`config.mk`:
```
export PLATFORM = sky130hd
export DESIGN_NAME = protobuf_wire_field_scanner
export DESIGN_NICKNAME = d
export VERILOG_FILES = /design/src/pwfs_pkg.sv /design/src/protobuf_wire_field_scanner.sv
export SDC_FILE = /design/constraint.sdc
export NUM_CORES = 2
export LEC_CHECK = 0
export ABC_AREA = 1
export BUFFER_PORTS_ARGS = -buffer_cell sky130_fd_sc_hd__buf_2
export CAP_MARGIN = 10
export CORE_ASPECT_RATIO = 1.4
export CORE_MARGIN = 5
export CORE_UTILIZATION = 35
export DETAILED_ROUTE_END_ITERATION = 8
export PLACE_DENSITY = 0.54
export SETUP_SLACK_MARGIN = 0.3
export SKIP_LAST_GASP = 1
export SYNTH_ARGS = -nofsm -noshare
export SYNTH_HDL_FRONTEND = slang
export SYNTH_SLANG_ARGS = --single-unit
```
`constraint.sdc`:
```
create_clock -name clk -period 12.9 [get_ports clk]
set_clock_uncertainty 0.2 [all_clocks]
set_input_delay 2.58 -clock clk [delete_from_list [all_inputs] [get_ports clk]]
set_output_delay 2.58 -clock clk [all_outputs]
set_load 0.01 [all_outputs]
```
`src/pwfs_pkg.sv`:
```
package pwfs_pkg;

  localparam int unsigned MaxVarintBytes = 10;
  localparam int unsigned DefMaxGroupDepth = 255;

  typedef enum logic [2:0] {
    PH_TAG     = 3'd0,
    PH_VARINT  = 3'd1,
    PH_FIXED   = 3'd2,
    PH_LENGTH  = 3'd3,
    PH_PAYLOAD = 3'd4
  } phase_t;

  localparam logic [1:0] KIND_HEADER  = 2'd0;
  localparam logic [1:0] KIND_PAYLOAD = 2'd1;
  localparam logic [1:0] KIND_END     = 2'd2;

  localparam logic [2:0] WT_VARINT = 3'd0;
  localparam logic [2:0] WT_FIX64  = 3'd1;
  localparam logic [2:0] WT_LEN    = 3'd2;
  localparam logic [2:0] WT_SGROUP = 3'd3;
  localparam logic [2:0] WT_EGROUP = 3'd4;
  localparam logic [2:0] WT_FIX32  = 3'd5;
  localparam logic [2:0] WT_RES6   = 3'd6;
  localparam logic [2:0] WT_RES7   = 3'd7;

  localparam logic [3:0] ERR_NONE      = 4'd0;
  localparam logic [3:0] ERR_TAG       = 4'd1;
  localparam logic [3:0] ERR_FIELD     = 4'd2;
  localparam logic [3:0] ERR_WIRE      = 4'd3;
  localparam logic [3:0] ERR_EGROUP    = 4'd4;
  localparam logic [3:0] ERR_VARINT    = 4'd5;
  localparam logic [3:0] ERR_FIX64     = 4'd6;
  localparam logic [3:0] ERR_FIX32     = 4'd7;
  localparam logic [3:0] ERR_LENGTH    = 4'd8;
  localparam logic [3:0] ERR_OVERRUN   = 4'd9;
  localparam logic [3:0] ERR_OPEN      = 4'd10;
  localparam logic [3:0] ERR_DEPTH     = 4'd11;

  localparam logic [7:0] CFG_MSG_LEN = 8'd0;
  localparam logic [7:0] CFG_MAX_FN  = 8'd1;

  typedef struct packed {
    logic [1:0]  kind;
    logic [28:0] field_number;
    logic [2:0]  wire_type;
    logic [63:0] value;
    logic [7:0]  payload_byte;
    logic        last_payload;
    logic [3:0]  status;
    logic        last;
  } result_t;

endpackage

```
`src/protobuf_wire_field_scanner.sv`:
```
// Channel  Dir  Handshake            Payload
// in_      in   in_valid/in_ready    in_data_byte
// out_     out  out_valid/out_ready  kind, field_number, wire_type, value,
//                                    payload_byte, last_payload, status, last
// cfg_     in   cfg_valid/cfg_ready  cfg_index, cfg_data
//
// One byte a cycle while in_ready is high: each byte taken is parsed in one
// pass and its zero, one or two results go into a four-entry result queue.
// in_ready holds while the queue has room for two results; a stalled output
// fills the queue and then backs up the input.
// Reset (rst_n low, synchronous) puts the parser at the start of a message
// and empties the queue; the registers return to their reset values.
module protobuf_wire_field_scanner #(
  parameter int unsigned MAX_GROUP_DEPTH = pwfs_pkg::DefMaxGroupDepth
) (
  input  logic        clk,
  input  logic        rst_n,
  input  logic        in_valid,
  output logic        in_ready,
  input  logic [7:0]  in_data_byte,
  output logic        out_valid,
  input  logic        out_ready,
  output logic [1:0]  out_kind,
  output logic [28:0] out_field_number,
  output logic [2:0]  out_wire_type,
  output logic [63:0] out_value,
  output logic [7:0]  out_payload_byte,
  output logic        out_last_payload,
  output logic [3:0]  out_status,
  output logic        out_last,
  input  logic        cfg_valid,
  output logic        cfg_ready,
  input  logic [7:0]  cfg_index,
  input  logic [31:0] cfg_data
);
  import pwfs_pkg::*;

  localparam int unsigned DW = $clog2(MAX_GROUP_DEPTH + 1);
  localparam logic [DW-1:0] DepthMax = DW'(MAX_GROUP_DEPTH);

  // registers
  logic [31:0] msg_len_r;
  logic [28:0] max_fn_r;

  // parser state
  phase_t      phase_r, phase_nxt;
  logic [63:0] acc_r, acc_nxt;
  logic [3:0]  cnt_r, cnt_nxt;
  logic [28:0] fn_r, fn_nxt;
  logic [2:0]  wt_r, wt_nxt;
  logic [31:0] left_r, left_nxt;
  logic [31:0] used_r, used_nxt;
  logic [DW-1:0] depth_r, depth_nxt;
  logic [3:0]  fail_r, fail_nxt;

  // result queue
  result_t     q_mem [4];
  logic [1:0]  wp_r, rp_r;
  logic [2:0]  qcnt_r;

  logic        acc_in, pop;
  result_t     res0, res1;
  logic [1:0]  nres;

  assign cfg_ready = 1'b1;
  assign in_ready  = (qcnt_r < 3'd3);
  assign acc_in    = in_valid && in_ready;
  assign out_valid = (qcnt_r != 3'd0);
  assign pop       = out_valid && out_ready;

  always_ff @(posedge clk) begin
    if (!rst_n) begin
      msg_len_r <= 32'd1;
      max_fn_r  <= 29'h1FFF_FFFF;
    end else if (cfg_valid) begin
      if (cfg_index == CFG_MSG_LEN) msg_len_r <= cfg_data;
      else if (cfg_index == CFG_MAX_FN) max_fn_r <= cfg_data[28:0];
    end
  end

  // per-byte parse step: tag, varint, fixed, length and payload
  logic [6:0]  vshamt;
  logic [63:0] acc_v;
  logic [3:0]  cnt_v;
  logic        v_over, v_done;
  logic [60:0] tag_num;
  logic [2:0]  tag_wt;
  logic [32:0] used1;
  logic [32:0] rem;
  logic [63:0] acc_fx;
  logic [31:0] left_dec;
  logic [31:0] used_inc;
  logic        msg_end;
  logic        hdr_en, hdr_is_pl;
  result_t     hdr;
  result_t     endr;

  always_comb begin
    vshamt  = ({3'b0, cnt_r} << 3) - {3'b0, cnt_r};
    acc_v   = acc_r | ({57'b0, in_data_byte[6:0]} << vshamt);
    cnt_v   = cnt_r + 4'd1;
    v_over  = (cnt_r >= 4'(MaxVarintBytes)) ||
              (in_data_byte[7] && cnt_v >= 4'(MaxVarintBytes));
    v_done  = !v_over && !in_data_byte[7];
    tag_num = acc_v[63:3];
    tag_wt  = acc_v[2:0];
    used1   = {1'b0, used_r} + 33'd1;
    rem     = ({1'b0, msg_len_r} > used1) ? ({1'b0, msg_len_r} - used1) : 33'd0;
    acc_fx  = acc_r | ({56'b0, in_data_byte} << {cnt_r[2:0], 3'b000});
    left_dec = (left_r != 32'd0) ? left_r - 32'd1 : 32'd0;

    phase_nxt = phase_r;
    acc_nxt   = acc_r;
    cnt_nxt   = cnt_r;
    fn_nxt    = fn_r;
    wt_nxt    = wt_r;
    left_nxt  = left_r;
    depth_nxt = depth_r;
    fail_nxt  = fail_r;
    hdr_en    = 1'b0;
    hdr_is_pl = 1'b0;
    hdr       = '0;

    if (fail_r == ERR_NONE) begin
      case (phase_r)
        PH_TAG: begin
          acc_nxt = acc_v;
          cnt_nxt = cnt_v;
          if (v_over) begin
            fail_nxt = ERR_TAG;
          end else if (v_done) begin
            acc_nxt = '0;
            cnt_nxt = '0;
            if (tag_num == 61'd0 || tag_num > {32'b0, max_fn_r}) begin
              fail_nxt = ERR_FIELD;
            end else if (tag_wt == WT_RES6 || tag_wt == WT_RES7) begin
              fail_nxt = ERR_WIRE;
            end else begin
              fn_nxt = tag_num[28:0];
              wt_nxt = tag_wt;
              case (tag_wt)
                WT_SGROUP: begin
                  if (depth_r >= DepthMax) fail_nxt = ERR_DEPTH;
                  else depth_nxt = depth_r + DW'(1);
                end
                WT_EGROUP: begin
                  if (depth_r == '0) fail_nxt = ERR_EGROUP;
                  else depth_nxt = depth_r - DW'(1);
                end
                WT_VARINT: phase_nxt = PH_VARINT;
                WT_LEN:    phase_nxt = PH_LENGTH;
                default: begin
                  phase_nxt = PH_FIXED;
                  left_nxt  = (tag_wt == WT_FIX64) ? 32'd8 : 32'd4;
                end
              endcase
            end
          end
        end
        PH_VARINT: begin
          acc_nxt = acc_v;
          cnt_nxt = cnt_v;
          if (v_over) begin
            fail_nxt = ERR_VARINT;
          end else if (v_done) begin
            hdr_en    = (depth_r == '0);
            hdr.value = acc_v;
            hdr.wire_type = WT_VARINT;
            phase_nxt = PH_TAG;
            acc_nxt   = '0;
            cnt_nxt   = '0;
          end
        end
        PH_FIXED: begin
          acc_nxt  = acc_fx;
          cnt_nxt  = cnt_v;
          left_nxt = left_dec;
          if (left_dec == 32'd0) begin
            hdr_en    = (depth_r == '0);
            hdr.value = acc_fx;
            hdr.wire_type = wt_r;
            phase_nxt = PH_TAG;
            acc_nxt   = '0;
            cnt_nxt   = '0;
          end
        end
        PH_LENGTH: begin
          acc_nxt = acc_v;
          cnt_nxt = cnt_v;
          if (v_over) begin
            fail_nxt = ERR_LENGTH;
          end else if (v_done) begin
            if (acc_v > {31'b0, rem}) begin
              fail_nxt = ERR_OVERRUN;
            end else begin
              hdr_en    = (depth_r == '0);
              hdr.value = acc_v;
              hdr.wire_type = WT_LEN;
              phase_nxt = PH_TAG;
              acc_nxt   = '0;
              cnt_nxt   = '0;
              if (acc_v != 64'd0) begin
                left_nxt  = acc_v[31:0];
                phase_nxt = PH_PAYLOAD;
              end
            end
          end
        end
        PH_PAYLOAD: begin
          left_nxt  = left_dec;
          hdr_en    = (depth_r == '0);
          hdr_is_pl = 1'b1;
          hdr.wire_type    = WT_LEN;
          hdr.payload_byte = in_data_byte;
          hdr.last_payload = (left_dec == 32'd0);
          if (left_dec == 32'd0) begin
            phase_nxt = PH_TAG;
            acc_nxt   = '0;
            cnt_nxt   = '0;
          end
        end
        default: begin
          phase_nxt = PH_TAG;
          acc_nxt   = '0;
          cnt_nxt   = '0;
        end
      endcase
    end
    hdr.kind         = hdr_is_pl ? KIND_PAYLOAD : KIND_HEADER;
    hdr.field_number = fn_r;

    // end of message: report an unfinished item, then start over
    used_inc = used_r + 32'd1;
    msg_end  = (used_inc >= msg_len_r) || (used_inc == 32'd0);
    used_nxt = used_inc;
    endr     = '0;
    endr.kind = KIND_END;
    endr.last = 1'b1;
    if (msg_end) begin
      if (fail_nxt == ERR_NONE) begin
        if (phase_nxt == PH_TAG && cnt_nxt != 4'd0) fail_nxt = ERR_TAG;
        else if (phase_nxt == PH_VARINT) fail_nxt = ERR_VARINT;
        else if (phase_nxt == PH_FIXED)
          fail_nxt = (wt_nxt == WT_FIX64) ? ERR_FIX64 : ERR_FIX32;
        else if (phase_nxt == PH_LENGTH) fail_nxt = ERR_LENGTH;
        else if (phase_nxt == PH_PAYLOAD) fail_nxt = ERR_OVERRUN;
        else if (depth_nxt != '0) fail_nxt = ERR_OPEN;
      end
      endr.status = fail_nxt;
      phase_nxt = PH_TAG;
      acc_nxt   = '0;
      cnt_nxt   = '0;
      fn_nxt    = '0;
      wt_nxt    = '0;
      left_nxt  = '0;
      used_nxt  = '0;
      depth_nxt = '0;
      fail_nxt  = ERR_NONE;
    end

    hdr.last = !msg_end;
    if (hdr_en) begin
      res0 = hdr;
      res1 = endr;
      nres = msg_end ? 2'd2 : 2'd1;
    end else begin
      res0 = endr;
      res1 = endr;
      nres = msg_end ? 2'd1 : 2'd0;
    end
  end

  always_ff @(posedge clk) begin
    if (!rst_n) begin
      phase_r <= PH_TAG;
      acc_r   <= '0;
      cnt_r   <= '0;
      fn_r    <= '0;
      wt_r    <= '0;
      left_r  <= '0;
      used_r  <= '0;
      depth_r <= '0;
      fail_r  <= ERR_NONE;
    end else if (acc_in) begin
      phase_r <= phase_nxt;
      acc_r   <= acc_nxt;
      cnt_r   <= cnt_nxt;
      fn_r    <= fn_nxt;
      wt_r    <= wt_nxt;
      left_r  <= left_nxt;
      used_r  <= used_nxt;
      depth_r <= depth_nxt;
      fail_r  <= fail_nxt;
    end
  end

  // result queue: up to two writes, one read per cycle
  logic [1:0] nwr;
  assign nwr = acc_in ? nres : 2'd0;

  always_ff @(posedge clk) begin
    if (nwr != 2'd0) q_mem[wp_r] <= res0;
    if (nwr == 2'd2) q_mem[wp_r + 2'd1] <= res1;
  end

  always_ff @(posedge clk) begin
    if (!rst_n) begin
      wp_r   <= '0;
      rp_r   <= '0;
      qcnt_r <= '0;
    end else begin
      wp_r   <= wp_r + nwr;
      rp_r   <= rp_r + {1'b0, pop};
      qcnt_r <= qcnt_r + {1'b0, nwr} - {2'b0, pop};
    end
  end

  assign out_kind         = q_mem[rp_r].kind;
  assign out_field_number = q_mem[rp_r].field_number;
  assign out_wire_type    = q_mem[rp_r].wire_type;
  assign out_value        = q_mem[rp_r].value;
  assign out_payload_byte = q_mem[rp_r].payload_byte;
  assign out_last_payload = q_mem[rp_r].last_payload;
  assign out_status       = q_mem[rp_r].status;
  assign out_last         = q_mem[rp_r].last;

  a_qcnt: assert property (@(posedge clk) disable iff (!rst_n) qcnt_r <= 3'd4)
    else $error("result queue overflow");
  a_depth: assert property (@(posedge clk) disable iff (!rst_n) depth_r <= DepthMax)
    else $error("group depth beyond bound");
  a_payload: assert property (@(posedge clk) disable iff (!rst_n)
    phase_r == PH_PAYLOAD |-> left_r != 32'd0)
    else $error("payload phase with nothing left");
  a_restart: assert property (@(posedge clk) disable iff (!rst_n)
    acc_in && msg_end |=> used_r == 32'd0 && fail_r == ERR_NONE)
    else $error("state not cleared after end of message");

endmodule
```
==> impl_metrics.tcl <==
set metrics [dict create \
    worst_slew_margin_rel_pct 21.5 \
    final_core_util_pct 39.5 \
    final_critical_path_time_including_i_o_delays_and_setup_ns 11.16 \
    grt_pass1_wl_um 226000 \
    synthesis.instances 5624 \
    detail_route.drc_violations 0 \
    total_switching_power_uw 2210 \
    postRouteWirelength_um 150000 \
    gr-total-overflow 0 \
    antenna_found_initial 2 \
    die_area_um2 114000 \
    avgSynthCellArea_um2 6.70 \
    grt_start_max_net_pins 100 \
    htree_num_levels 3 \
    crit_fanout 57 \
    die-width_um 287 \
    post_drt_via_cell_ratio 5.49 \
    grt_resource_usage_total_pct 25.2 \
    cts.root.buffer_cell "clkbuf_16" \
    cap_violations 0 \
    outcome "complete, no violations" \
    detailedRoute.firstPassIterationCount 6 \
    switching_share_pct 35.4 \
    setup_tns_ns 0 \
    cts.sink_count 695 \
    postCtsSetupBuffers 0 \
    postCtsHoldBufs 0 \
    final_min_period_over_clock_period_pct 86.5 \
    synth_area_leaders "dfxtp_1, nand2_1, o21ai_0" \
    synth_fp_nets 5819 \
    critical_path.reg2reg.startpoint "used_r[0]" \
    yosysTopAreaCellShare_pct 36.1 \
    synth-main-ff-cell "dfxtp_1" \
    finalSetupViolCount 0 \
    cp_slowest_cell "inv_1" \
    cts_max_path_buffers 3 \
    yosys.area.top_type "dfxtp_1" \
    crit_required_ns 13.28 \
    pin_count 168 \
    clock_insertion_delay_at_the_later_pin_of_the_skew_report_ns 0.68 \
    irDropWorstVdd_v 0.0000872 \
    critical_path.startpoint_type "flip-flop" \
    pwr_density_cell_nw_per_um2 148 \
    first_global_vias 36634 \
    ys_async_rst_share_pct 0 \
    std_cell_rows 142 \
    drt_first_iter_violations 3362 \
    place_congestion 0.977 \
    hold_path_class "flip-flop to flip-flop" \
    max_freq_ghz 0.0896 \
    critical-path-top-cell-by-count "nand2_1" \
    ys_seq_area_share_pct 37.3 \
    worst_setup_hold_path_clk_slew_ns 0.06 \
    pre_cts_slack_ns 1.53 \
    post_synth_num_cell_types 56 \
    worst-slew-pin-transition_ns 1.18 \
    combinationalPowerShare_pct 26.0 \
    ys.warnings.count 0 \
    cp_slowest_stage_delay_ns 0.65 \
    holdCritStartpoint "q_mem[1][111]" \
    synthesis.area_um2 37700 \
    wl_per_cell_um 21.2 \
    pwr-share-clk_pct 37.6 \
    cts_tree "done" \
    antenna_left 0 \
    core_area_um2 107000 \
    postSynthRegisterBits 695 \
    cts_repair_resize_count 0 \
    placement.io_buffers 166 \
    drive_above_1_share_pct 7.60 \
    post_synth_edffs 16 \
    area_growth_synth_to_finish_pct 12.0 \
    startpoint "used_r[0]" \
    die_height_um 398 \
    timing_hold_violations_final 0 \
    routed-via-count 38952 \
    internal-power_uw 4030 \
    pwr-share-seq_pct 36.4 \
    initial_standard_cell_utilization_of_the_core_pct 35.2 \
    count_of_pins_over_their_slew_limit 0 \
    end_kind "flip-flop" \
    power.static_leakage_uw 0.0172 \
    fin_nets 5791 \
    timing.setup.critical_path_class "flip-flop to flip-flop" \
    cts_made_buffers 77 \
    critical_path_arrival_ns 11.54 \
    crit_path_setup_slack_layout_ns 1.74 \
    hpwlAfterDp_um 104000 \
    rsz0062_at_grt "false" \
]
registers in the layout (all words and copies together) (netlist names):
name	flops
q_mem	448
acc_r	64
left_r	32
msg_len_r	32
used_r	32
fn_r	29
max_fn_r	29
depth_r	8
cnt_r	4
fail_r	4
phase_r	3
qcnt_r	3
wt_r	3
rp_r	2
wp_r	2
metal layers:
layer / global-route usage (%) / routed length (um)
met2: 41.9 / 69800
met5: 0 / 15
met4: 15.0 / 10600
met1: 30.8 / 61500
met3: 3.56 / 8420
worst paths after layout:
path	slack [ns]	end	depth (start not counted)
worst max-delay path	1.74	q_mem[0][109]	52
worst min-delay path	0.25	q_mem[1][111]	2
worst max register to register	1.74	q_mem[0][109]	52
worst min register to register	0.25	q_mem[1][111]	2
cell type report:
cell class,count,area [um^2]
clock inverters,23,353
fillers,11761,64700
repair buffers,231,1350
diodes,1,2.50
clock buffers,118,2310
flip-flops and latches,695,14100
well taps,1440,1800
multi-input cells,4166,20700
inverters,425,1620
through the flow:
stage / instance area, um^2 / hold slack (ns) / instances / power [uW]
2_1_floorplan: 37700 / 0.222 / 5624 / 3310
3_3_place_gp: 39500 / 0.233 / 6957 / 3940
3_5_place_dp: 39500 / 0.235 / 6957 / 3940
4_1_cts: 42200 / 0.251 / 7098 / 6290
5_1_grt: 42200 / 0.267 / 7098 / 6530
6_report: 42200 / 0.247 / 7099 / 6240
worst max-delay path: cells and delay by family (launching register included):
| kind | cells | cell delay (ns) |
|---|---|---|
| DFF | 1 | 0.35 |
| adders and majority gates | 4 | 1.41 |
| buffers and inverters | 7 | 2.56 |
| AOI/OAI and AO/OA | 8 | 1.42 |
| and+or+nand+nor | 33 | 5.03 |
logic make-up (layout without fill, tap and decap cells):
kind of cell	count (synthesis)	count (layout)	synth area share, %
compound gates	1546	1546	22.4
flops	695	695	37.3
fa+ha+maj	142	142	4.75
xor+xnor	59	59	1.37
simple gates	2418	2418	26.2
buf+inv	763	797	7.92
other cells	1	2	0.00995
layout by cell type, fill, tap and decap left out, drive strengths merged, types with 73 or more instances in the layout:
| master | instances |
|---|---|
| dfxtp | 679 |
| buf | 231 |
| o21ai | 771 |
| nor3 | 73 |
| nand3 | 241 |
| o22ai | 229 |
| a21oi | 389 |
| nor2 | 593 |
| clkbuf | 118 |
| inv | 421 |
| nand2 | 1399 |
| ha | 140 |
power by group through the flow:
stage                     clock network (uW)  logic [uW]  registers (uW)
after detailed placement                   0        1630            2320
after global routing                    2470        1780            2270
final                                   2340        1620            2270
after CTS                               2390        1630            2270
after floorplan                            0        1040            2280
after global placement                     0        1630            2320
synth_stat cells (2+ instances only):
master / number
o21ai_2: 2
nand4_1: 72
xor2_1: 42
xnor2_1: 17
nand3_2: 2
o21a_1: 4
o31ai_1: 16
nor2_4: 4
fa_1: 2
a31oi_1: 14
nand2_1: 1392
buf_2: 45
buf_4: 11
or2_2: 17
and3_1: 3
a31o_2: 4
a21oi_1: 388
edfxtp_1: 16
nor2_1: 585
inv_1: 408
nand3_1: 239
clkbuf_1: 268
o21ai_0: 521
nor2_2: 4
a22oi_1: 6
buf_1: 11
nor3_1: 70
nand2_2: 6
a211oi_1: 7
nand3b_1: 4
a21o_1: 2
ha_1: 140
nor4_1: 13
dfxtp_1: 679
nor3_2: 2
buf_6: 3
o21bai_1: 31
o21ai_1: 248
clkinv_1: 3
nor4_2: 2
inv_2: 14
o22ai_1: 229
o32ai_1: 31
o211ai_1: 35
Note: power is estimated with default switching activity, not from simulation.
